==> config.mk <==
export PLATFORM = sky130hd
export DESIGN_NAME = queue_of_queues_buffer
export DESIGN_NICKNAME = d
export VERILOG_FILES = /design/src/rtl/core/qoq_pkg.sv /design/src/rtl/core/qoq_front.sv /design/src/rtl/core/qoq_back.sv /design/src/rtl/core/qoq_outq.sv /design/src/rtl/core/queue_of_queues_buffer.sv
export SDC_FILE = /design/constraint.sdc
export NUM_CORES = 2
export LEC_CHECK = 0
export BUFFER_PORTS_ARGS = -buffer_cell sky130_fd_sc_hd__buf_2
export CORE_ASPECT_RATIO = 2
export CORE_UTILIZATION = 30
export CTS_CLUSTER_DIAMETER = 60
export CTS_CLUSTER_SIZE = 20
export DETAILED_ROUTE_END_ITERATION = 10
export SLEW_MARGIN = 20
export SYNTH_ARGS = -nofsm -noshare
export SYNTH_HDL_FRONTEND = slang
export SYNTH_SLANG_ARGS = --single-unit
==> constraint.sdc <==
create_clock -name clk -period 6.5 [get_ports clk]
set_clock_uncertainty 0.15 [all_clocks]
set_input_delay 0.65 -clock clk [delete_from_list [all_inputs] [get_ports clk]]
set_output_delay 0.65 -clock clk [all_outputs]
set_load 0.005 [all_outputs]
==> src/rtl/core/qoq_pkg.sv <==
// ----------------------------------------------------------------------------
// qoq_pkg
// Shared types, sizes and helper functions of the queue-of-queues buffer.
// ----------------------------------------------------------------------------
package qoq_pkg;

  localparam int NUM_QUEUES  = 4;
  localparam int QUEUE_DEPTH = 16;
  localparam int DATA_WIDTH  = 32;

  localparam int QW        = $clog2(NUM_QUEUES);               // queue number
  localparam int PW        = $clog2(QUEUE_DEPTH);              // slot pointer
  localparam int FW        = $clog2(QUEUE_DEPTH + 1);          // fill count
  localparam int MCW       = $clog2(NUM_QUEUES + 1);           // main count
  localparam int MEM_DEPTH = NUM_QUEUES * QUEUE_DEPTH;
  localparam int AW        = $clog2(MEM_DEPTH);

  // command queue between front and back
  localparam int CQ_DEPTH = 2;
  localparam int CQW      = $clog2(CQ_DEPTH);
  localparam int CQCW     = $clog2(CQ_DEPTH + 1);

  // result queue
  localparam int OQ_DEPTH = 4;
  localparam int OQW      = $clog2(OQ_DEPTH);
  localparam int OQCW     = $clog2(OQ_DEPTH + 1);

  typedef enum logic [1:0] {
    OP_PUSH    = 2'd0,
    OP_POP     = 2'd1,
    OP_ATTACH  = 2'd2,
    OP_RELEASE = 2'd3
  } op_t;

  typedef enum logic [1:0] {
    ST_OK       = 2'd0,
    ST_EMPTY    = 2'd1,
    ST_FULL     = 2'd2,
    ST_ATTACHED = 2'd3
  } status_t;

  typedef struct packed {
    op_t                   op;
    logic [QW-1:0]         q;
    logic [DATA_WIDTH-1:0] data;
  } cmd_t;

  typedef struct packed {
    status_t     status;
    logic [31:0] data;
    logic [1:0]  src;
    logic        last;
  } res_t;

  // queue number modulo NUM_QUEUES; input is below 2*NUM_QUEUES
  function automatic logic [QW-1:0] qid_wrap(input logic [1:0] v);
    logic [4:0] w;
    w = {3'b000, v};
    if (w >= 5'(NUM_QUEUES)) begin
      w = w - 5'(NUM_QUEUES);
    end
    return QW'(w);
  endfunction

  function automatic logic [DATA_WIDTH-1:0] to_store(input logic [31:0] d);
    logic [63:0] w;
    w = {32'b0, d};
    return w[DATA_WIDTH-1:0];
  endfunction

  function automatic logic [31:0] to_out(input logic [DATA_WIDTH-1:0] v);
    logic signed [63:0] w;
    w = 64'(signed'(v));
    return w[31:0];
  endfunction

  function automatic logic [PW-1:0] ptr_inc(input logic [PW-1:0] p);
    return (p == PW'(QUEUE_DEPTH - 1)) ? '0 : p + 1'b1;
  endfunction

  function automatic logic [QW-1:0] qnum_inc(input logic [QW-1:0] p);
    return (p == QW'(NUM_QUEUES - 1)) ? '0 : p + 1'b1;
  endfunction

  function automatic logic [AW-1:0] slot_addr(input logic [QW-1:0] q,
                                              input logic [PW-1:0] p);
    return AW'(q) * AW'(QUEUE_DEPTH) + AW'(p);
  endfunction

endpackage

==> src/rtl/core/qoq_front.sv <==
// ----------------------------------------------------------------------------
// qoq_front
// Accepts items, decodes the command and wraps the queue number, and holds
// them in a short command queue for the back end.
// ----------------------------------------------------------------------------
module qoq_front (
  input  logic                 clk,
  input  logic                 rst,
  input  logic                 push,
  output logic                 full,
  input  logic [1:0]           command,
  input  logic [1:0]           queue_id,
  input  logic signed [31:0]   data_in,
  output logic                 cmd_valid,
  input  logic                 cmd_take,
  output qoq_pkg::cmd_t        cmd
);
  import qoq_pkg::*;

  cmd_t            entries [CQ_DEPTH];
  logic [CQW-1:0]  wr_ptr;
  logic [CQW-1:0]  rd_ptr;
  logic [CQCW-1:0] count;
  logic            do_push;
  logic            do_pop;
  cmd_t            decoded;

  assign full      = (count == CQCW'(CQ_DEPTH));
  assign cmd_valid = (count != '0);
  assign cmd       = entries[rd_ptr];
  assign do_push   = push && !full;
  assign do_pop    = cmd_take && cmd_valid;

  always_comb begin
    decoded.op   = op_t'(command);
    decoded.q    = qid_wrap(queue_id);
    decoded.data = to_store(data_in);
  end

  always_ff @(posedge clk) begin
    if (do_push) begin
      entries[wr_ptr] <= decoded;
    end
  end

  always_ff @(posedge clk) begin
    if (rst) begin
      wr_ptr <= '0;
      rd_ptr <= '0;
      count  <= '0;
    end else begin
      if (do_push) begin
        wr_ptr <= (wr_ptr == CQW'(CQ_DEPTH - 1)) ? '0 : wr_ptr + 1'b1;
      end
      if (do_pop) begin
        rd_ptr <= (rd_ptr == CQW'(CQ_DEPTH - 1)) ? '0 : rd_ptr + 1'b1;
      end
      if (do_push && !do_pop) begin
        count <= count + 1'b1;
      end else if (do_pop && !do_push) begin
        count <= count - 1'b1;
      end
    end
  end

endmodule

==> src/rtl/core/qoq_back.sv <==
// ----------------------------------------------------------------------------
// qoq_back
// Executes commands: owns the element memory, the per-queue pointers and the
// main queue, and drains a released queue one element per cycle while the result queue has room.
// ----------------------------------------------------------------------------
module qoq_back (
  input  logic                       clk,
  input  logic                       rst,
  input  logic                       cmd_valid,
  output logic                       cmd_take,
  input  qoq_pkg::cmd_t              cmd,
  input  logic [qoq_pkg::OQCW-1:0]   oq_count,
  output logic                       res_valid,
  output qoq_pkg::res_t              res
);
  import qoq_pkg::*;

  typedef enum logic [1:0] {
    S_IDLE  = 2'b01,
    S_DRAIN = 2'b10
  } state_t;

  state_t state;
  state_t state_next;

  logic [DATA_WIDTH-1:0] mem [MEM_DEPTH];
  logic [DATA_WIDTH-1:0] rdata;

  logic [FW-1:0]  fill     [NUM_QUEUES];
  logic [PW-1:0]  rd_ptr   [NUM_QUEUES];
  logic [PW-1:0]  wr_ptr   [NUM_QUEUES];
  logic           attached [NUM_QUEUES];
  logic [QW-1:0]  main_order [NUM_QUEUES];
  logic [QW-1:0]  main_head;
  logic [QW-1:0]  main_tail;
  logic [MCW-1:0] main_count;

  logic           rd_pending;
  logic [QW-1:0]  pend_src;
  logic           pend_last;

  logic [QW-1:0]  rq;
  logic [PW-1:0]  dptr;
  logic [FW-1:0]  remain;

  logic [QW-1:0]  sel;
  logic [FW-1:0]  sel_fill;
  logic           sel_full;
  logic           sel_empty;
  logic           main_empty;
  logic           main_full;
  logic           exec;
  logic           drain_issue;
  logic           rd_issue;
  logic [AW-1:0]  raddr;
  logic           wr_en;
  logic           imm_valid;
  res_t           imm_res;

  // release works on the main queue's head, everything else on the item's queue
  assign sel        = (cmd.op == OP_RELEASE) ? main_order[main_head] : cmd.q;
  assign sel_fill   = fill[sel];
  assign sel_full   = (sel_fill == FW'(QUEUE_DEPTH));
  assign sel_empty  = (sel_fill == '0);
  assign main_empty = (main_count == '0);
  assign main_full  = (main_count == MCW'(NUM_QUEUES));

  // one result may be in flight through the memory read; count it as taken room
  assign exec = (state == S_IDLE) && cmd_valid && !rd_pending &&
                (oq_count < OQCW'(OQ_DEPTH));
  assign drain_issue = (state == S_DRAIN) &&
                       (({1'b0, oq_count} + (OQCW + 1)'(rd_pending)) <
                        (OQCW + 1)'(OQ_DEPTH));
  assign cmd_take = exec;

  assign rd_issue = (exec && (cmd.op == OP_POP) && !sel_empty) || drain_issue;
  assign raddr    = drain_issue ? slot_addr(rq, dptr) : slot_addr(sel, rd_ptr[sel]);
  assign wr_en    = exec && (cmd.op == OP_PUSH) && !sel_full;

  always_comb begin
    imm_valid      = 1'b0;
    imm_res.status = ST_OK;
    imm_res.data   = '0;
    imm_res.src    = 2'(sel);
    imm_res.last   = 1'b1;
    if (exec) begin
      unique case (cmd.op)
        OP_PUSH: begin
          imm_valid      = 1'b1;
          imm_res.status = sel_full ? ST_FULL : ST_OK;
        end
        OP_POP: begin
          imm_valid      = sel_empty;
          imm_res.status = ST_EMPTY;
          imm_res.data   = '1;
        end
        OP_ATTACH: begin
          imm_valid      = 1'b1;
          imm_res.status = (attached[sel] || main_full) ? ST_ATTACHED : ST_OK;
        end
        OP_RELEASE: begin
          imm_valid      = main_empty || sel_empty;
          imm_res.status = ST_EMPTY;
          if (main_empty) begin
            imm_res.src = '0;
          end
        end
        default: begin
          imm_valid = 1'b0;
        end
      endcase
    end
  end

  always_comb begin
    if (rd_pending) begin
      res_valid  = 1'b1;
      res.status = ST_OK;
      res.data   = to_out(rdata);
      res.src    = 2'(pend_src);
      res.last   = pend_last;
    end else begin
      res_valid = imm_valid;
      res       = imm_res;
    end
  end

  always_comb begin
    state_next = state;
    unique case (state)
      S_IDLE: begin
        if (exec && (cmd.op == OP_RELEASE) && !main_empty && !sel_empty) begin
          state_next = S_DRAIN;
        end
      end
      S_DRAIN: begin
        if (drain_issue && (remain == FW'(1))) begin
          state_next = S_IDLE;
        end
      end
      default: state_next = S_IDLE;
    endcase
  end

  // element memory
  always_ff @(posedge clk) begin
    if (wr_en) begin
      mem[slot_addr(sel, wr_ptr[sel])] <= cmd.data;
    end
    if (rd_issue) begin
      rdata <= mem[raddr];
    end
  end

  // payload without reset
  always_ff @(posedge clk) begin
    if (exec && (cmd.op == OP_ATTACH) && !attached[sel] && !main_full) begin
      main_order[main_tail] <= sel;
    end
    if (exec && (cmd.op == OP_RELEASE)) begin
      rq     <= sel;
      dptr   <= rd_ptr[sel];
      remain <= sel_fill;
    end else if (drain_issue) begin
      dptr   <= ptr_inc(dptr);
      remain <= remain - 1'b1;
    end
    if (rd_issue) begin
      pend_src  <= drain_issue ? rq : sel;
      pend_last <= drain_issue ? (remain == FW'(1)) : 1'b1;
    end
  end

  always_ff @(posedge clk) begin
    if (rst) begin
      state      <= S_IDLE;
      rd_pending <= 1'b0;
      main_head  <= '0;
      main_tail  <= '0;
      main_count <= '0;
      for (int i = 0; i < NUM_QUEUES; i++) begin
        fill[i]     <= '0;
        rd_ptr[i]   <= '0;
        wr_ptr[i]   <= '0;
        attached[i] <= 1'b0;
      end
    end else begin
      state      <= state_next;
      rd_pending <= rd_issue;
      if (exec) begin
        unique case (cmd.op)
          OP_PUSH: begin
            if (!sel_full) begin
              wr_ptr[sel] <= ptr_inc(wr_ptr[sel]);
              fill[sel]   <= sel_fill + 1'b1;
            end
          end
          OP_POP: begin
            if (!sel_empty) begin
              rd_ptr[sel] <= ptr_inc(rd_ptr[sel]);
              fill[sel]   <= sel_fill - 1'b1;
            end
          end
          OP_ATTACH: begin
            if (!attached[sel] && !main_full) begin
              attached[sel] <= 1'b1;
              main_tail     <= qnum_inc(main_tail);
              main_count    <= main_count + 1'b1;
            end
          end
          OP_RELEASE: begin
            if (!main_empty) begin
              main_head     <= qnum_inc(main_head);
              main_count    <= main_count - 1'b1;
              attached[sel] <= 1'b0;
              fill[sel]     <= '0;
              rd_ptr[sel]   <= '0;
              wr_ptr[sel]   <= '0;
            end
          end
          default: begin
            main_count <= main_count;
          end
        endcase
      end
    end
  end

endmodule

==> src/rtl/core/qoq_outq.sv <==
// ----------------------------------------------------------------------------
// qoq_outq
// Result queue: holds finished results until the consumer pops them.
// ----------------------------------------------------------------------------
module qoq_outq (
  input  logic                      clk,
  input  logic                      rst,
  input  logic                      res_valid,
  input  qoq_pkg::res_t             res,
  output logic [qoq_pkg::OQCW-1:0]  count,
  output logic                      empty,
  input  logic                      pop,
  output qoq_pkg::res_t             head
);
  import qoq_pkg::*;

  res_t           entries [OQ_DEPTH];
  logic [OQW-1:0] wr_ptr;
  logic [OQW-1:0] rd_ptr;
  logic           do_pop;

  // the back end only writes when it has checked for room
  assign empty  = (count == '0);
  assign head   = entries[rd_ptr];
  assign do_pop = pop && !empty;

  always_ff @(posedge clk) begin
    if (res_valid) begin
      entries[wr_ptr] <= res;
    end
  end

  always_ff @(posedge clk) begin
    if (rst) begin
      wr_ptr <= '0;
      rd_ptr <= '0;
      count  <= '0;
    end else begin
      if (res_valid) begin
        wr_ptr <= (wr_ptr == OQW'(OQ_DEPTH - 1)) ? '0 : wr_ptr + 1'b1;
      end
      if (do_pop) begin
        rd_ptr <= (rd_ptr == OQW'(OQ_DEPTH - 1)) ? '0 : rd_ptr + 1'b1;
      end
      if (res_valid && !do_pop) begin
        count <= count + 1'b1;
      end else if (do_pop && !res_valid) begin
        count <= count - 1'b1;
      end
    end
  end

endmodule

==> src/rtl/core/queue_of_queues_buffer.sv <==
// ----------------------------------------------------------------------------
// queue_of_queues_buffer
// Several small FIFOs of signed words plus a main FIFO of queue numbers;
// release of the main head streams out the whole attached queue.
// ----------------------------------------------------------------------------
//
//  channel  | handshake         | payload
//  ---------+-------------------+-----------------------------------------
//  input    | push / full       | command, queue_id, data_in
//  result   | empty / pop       | status, data_out, source_queue, last
//
// Push, pop and attach are executed directly in the back end; a pop with data
// delivers its result after the registered memory read of the element.
// A release with elements streams one element per cycle while the result
// queue has room, limited by the single read port of the element memory.
// A full result queue stalls the back end; the two-entry command queue keeps
// taking items until both entries are used, then full rises. Reset clears the control state, not the stored data.
//
module queue_of_queues_buffer (
  input  logic               clk,
  input  logic               rst,
  input  logic               push,
  output logic               full,
  input  logic [1:0]         command,
  input  logic [1:0]         queue_id,
  input  logic signed [31:0] data_in,
  output logic               empty,
  input  logic               pop,
  output logic [1:0]         status,
  output logic signed [31:0] data_out,
  output logic [1:0]         source_queue,
  output logic               last
);
  import qoq_pkg::*;

  logic            cmd_valid;
  logic            cmd_take;
  cmd_t            cmd;
  logic [OQCW-1:0] oq_count;
  logic            res_valid;
  res_t            res;
  res_t            head;

  // front: accept and decode items
  qoq_front u_front (
    .clk       (clk),
    .rst       (rst),
    .push      (push),
    .full      (full),
    .command   (command),
    .queue_id  (queue_id),
    .data_in   (data_in),
    .cmd_valid (cmd_valid),
    .cmd_take  (cmd_take),
    .cmd       (cmd)
  );

  // back: state, element memory and release sequencer
  qoq_back u_back (
    .clk       (clk),
    .rst       (rst),
    .cmd_valid (cmd_valid),
    .cmd_take  (cmd_take),
    .cmd       (cmd),
    .oq_count  (oq_count),
    .res_valid (res_valid),
    .res       (res)
  );

  // result queue toward the consumer
  qoq_outq u_outq (
    .clk       (clk),
    .rst       (rst),
    .res_valid (res_valid),
    .res       (res),
    .count     (oq_count),
    .empty     (empty),
    .pop       (pop),
    .head      (head)
  );

  assign status       = head.status;
  assign data_out     = head.data;
  assign source_queue = head.src;
  assign last         = head.last;

endmodule
==> impl_results.md <==
* Clk slew on worst S/H paths at 80 ps
* Layout cell share with drive strength beyond 1 at 11.8%
* Leak pwr at 35.3 nW
* Initial antenna violation count at 39
* Critical Path RT at 6980 ps
* Post-cts repair resize count at 0
* Final Util at 34.0%
* Arr. time, crit path at 6200 ps
* Status: complete, no violations
* Overflow after GRT at 0
* Synth top cells by count: 2378 x edfxtp_1, 1333 x nand2_1, 546 x nand3_1, 408 x mux2i_1, 338 x a21oi_1
* Power per Cell Area at 449 nW/um^2
* Total track usage at 20.1%
* Final cell count without fillers at 10900
* Synth Instances at 6490
* Dominant register cell in the synthesized netlist: edfxtp_1
* Ys async rst share at 0%
* Tcrit/Tclk final at 88.0%
* Final setup margin at 777 ps
* Final Critical Period at 5720 ps
* Fill cell count at 30000
* Critical path's most frequent cell: buf_4
* Syn_area_per_cell at 14.7 sq um
* DR pass1 iterations at 9
* Nets at 6751
* DP HPWL at 214 mm
* Clk_lat worst skew at 860 ps
* Setup-failing EPs final at 0
* Final setup TNS at 0 ps
* Ranking of synthesized cells by area: edfxtp_1 75%, nand2_1 5.2%, mux2i_1 4.3%
* Clk sinks at 2404
* Most common cell in the netlist: edfxtp_1
* VDD IR max at 420 uV
* FP Rows at 292
* First-pass GRT wire length at 454 mm
* Syn Nets at 6550
* Worst-margin pin slew at 1140 ps
* Clock Path Buffers at 4
* Critical Path Fanout Max at 37
* CTS H-tree depth at 4
* Chip width at 401 um
* CP Capture Type: register
* Critical-path top delay cell: a2111oi_0
* Core ar. at 316000 sq um
* Routed length per instance at 30.4 um
* Crit-path cells: buf_4 > a32oi_1 > buf_4 > nand3_1 > a21oi_1 > nor3_2 > buf_4 > buf_4 > mux2i_1 > a32oi_1 > a2111oi_0 > a21oi_1 > and3_1
* Top cell type's share of synthesized area at 74.9%
* Crit path kind: register to register
* Ports at 79
* Maxcap violations at 0
* EDFF count, synth at 2378
* CTS Buf Count at 150
* Yosys warning count at 0
* RSZ-0062 raised after global routing: false
* Slew headroom at 21.7%
* DRC at 0
* Post-CTS Setup Bufs at 0
* Fmax at 175 MHz
* Sequential area share after synthesis at 75.5%
* Final-report max-slew violation count at 0
* Post-synthesis cell type count at 85
* Iter 0 DRT Violations at 6734
* CTS tree: yes
* Die Ht at 799 um
* Total wire length at 331 mm
* Post-CTS Hold Buffers at 36
* Initial Util at 30.2%
* Placed Instance Area at 103000 sq um
* Global placement routability congestion at 0.980
* Post-Syn Area at 95300 sq um
* Final Cell Area at 108000 sq um
* Post-route ant nets at 0
* Synth-to-Final Area Change at 12.8%
* Tot Pwr at 48.3 mW
* Dpl cells at 10600
* I/O Buffers at 78
* Die area at 320000 sq um
* CTS Root Cell: clkbuf_16
* Critical Path Start Type: register
* Pre-CTS setup slack at 1030 ps
* Via count at 59300
* Final hold slack at 133 ps
* Leading area contributor after synthesis: edfxtp_1
* Vias in the first global route at 57700
* Min-Delay Path Class: primary input to register
* Post-synthesis register bit count at 2404
* Hold Vio Cnt, Final at 0
* Largest net degree at the start of global routing at 110
* Worst path max stage delay at 860 ps
* Vias/cell at 5.44
==> routing by layer <==
layer | part of all wire (%) | wire length [um] | up-vias | GRT usage, %
li1 | - | - | 24900 | -
met1 | 32 | 105000 | 30200 | 20.1
met2 | 51 | 169000 | 3139 | 36.4
met3 | 6.9 | 22800 | 1004 | 2.95
met4 | 10 | 33600 | 38 | 17.4
met5 | 0.078 | 260 | - | 0
==> final timing paths <==
path / start / endpoint / slack, ps / cells past startpoint
setup / recovery: register / u_back.rdata[22] / 780 / 13
hold / removal: push / u_front.wr_ptr / 130 / 4
setup reg to reg: register / u_back.rdata[22] / 780 / 13
hold reg to reg: u_back.main_head[1] / u_back.main_head[1] / 330 / 2
==> cell families (layout without fill, tap and decap cells) <==
family	after synthesis	after routing	share of synthesized area, %
DFF	2404	2404	75.5
and+or+nand+nor	2256	2256	10.2
xor gates and xnor gates	15	15	0.138
adders and majority gates	20	20	0.278
buffers and inverters	425	649	2.09
AOI/OAI and AO/OA	875	875	6.06
muxes	495	495	5.80
other	0	78	0
==> critical path, delay by kind of cell (launching register included) <==
family	cells	cell delay, ps
compound gates	5	1690
buf+inv	4	1830
flops	1	450
mux	1	240
simple gates	3	1060
==> report_power, final <==
part	total [mW]	switching [mW]	internal [mW]
clock	9.41	5.07	4.34
combinational	19.6	14.3	5.33
sequential	19.3	0.308	19.0
==> cell usage in the layout, fill, tap and decap left out, types with 78 or more instances in the layout <==
cell type  netlist  layout
diode_2          0      78
buf_4           37     256
buf_2          157      78
edfxtp_1      2378    2378
mux2i_1        408     408
nand3_1        546     544
a21oi_1        338     337
clkbuf_16        0     156
nand2_1       1333    1330
nor2_1         148      86
==> layout make-up <==
class                           count  area, sq um  area share, %
Antenna cell                       78          195          0.181
Clock buffer                      163         3940           3.66
Clock inverter                     12          138          0.128
Inverter                           40          150          0.140
Multi-Input combinational cell   3661        22100           20.6
Sequential cell                  2404        71900           66.9
Tap cell                         4116         5150           4.79
Timing Repair Buffer              434         3950           3.68
==> registers in the layout, indices dropped and copies added (netlist names), 3 cells and up, named ones only <==
register and flops:
u_back.wr_ptr 16, u_back.remain 5, u_front.entries 72, u_back.main_order 8, u_outq.count 3, u_back.rdata 32
u_back.rd_ptr 16, u_back.fill 20, u_outq.entries 148, u_back.main_count 3, u_back.mem 2048, u_back.attached 4
u_back.dptr 4
Power figures use the tool's default switching activity.
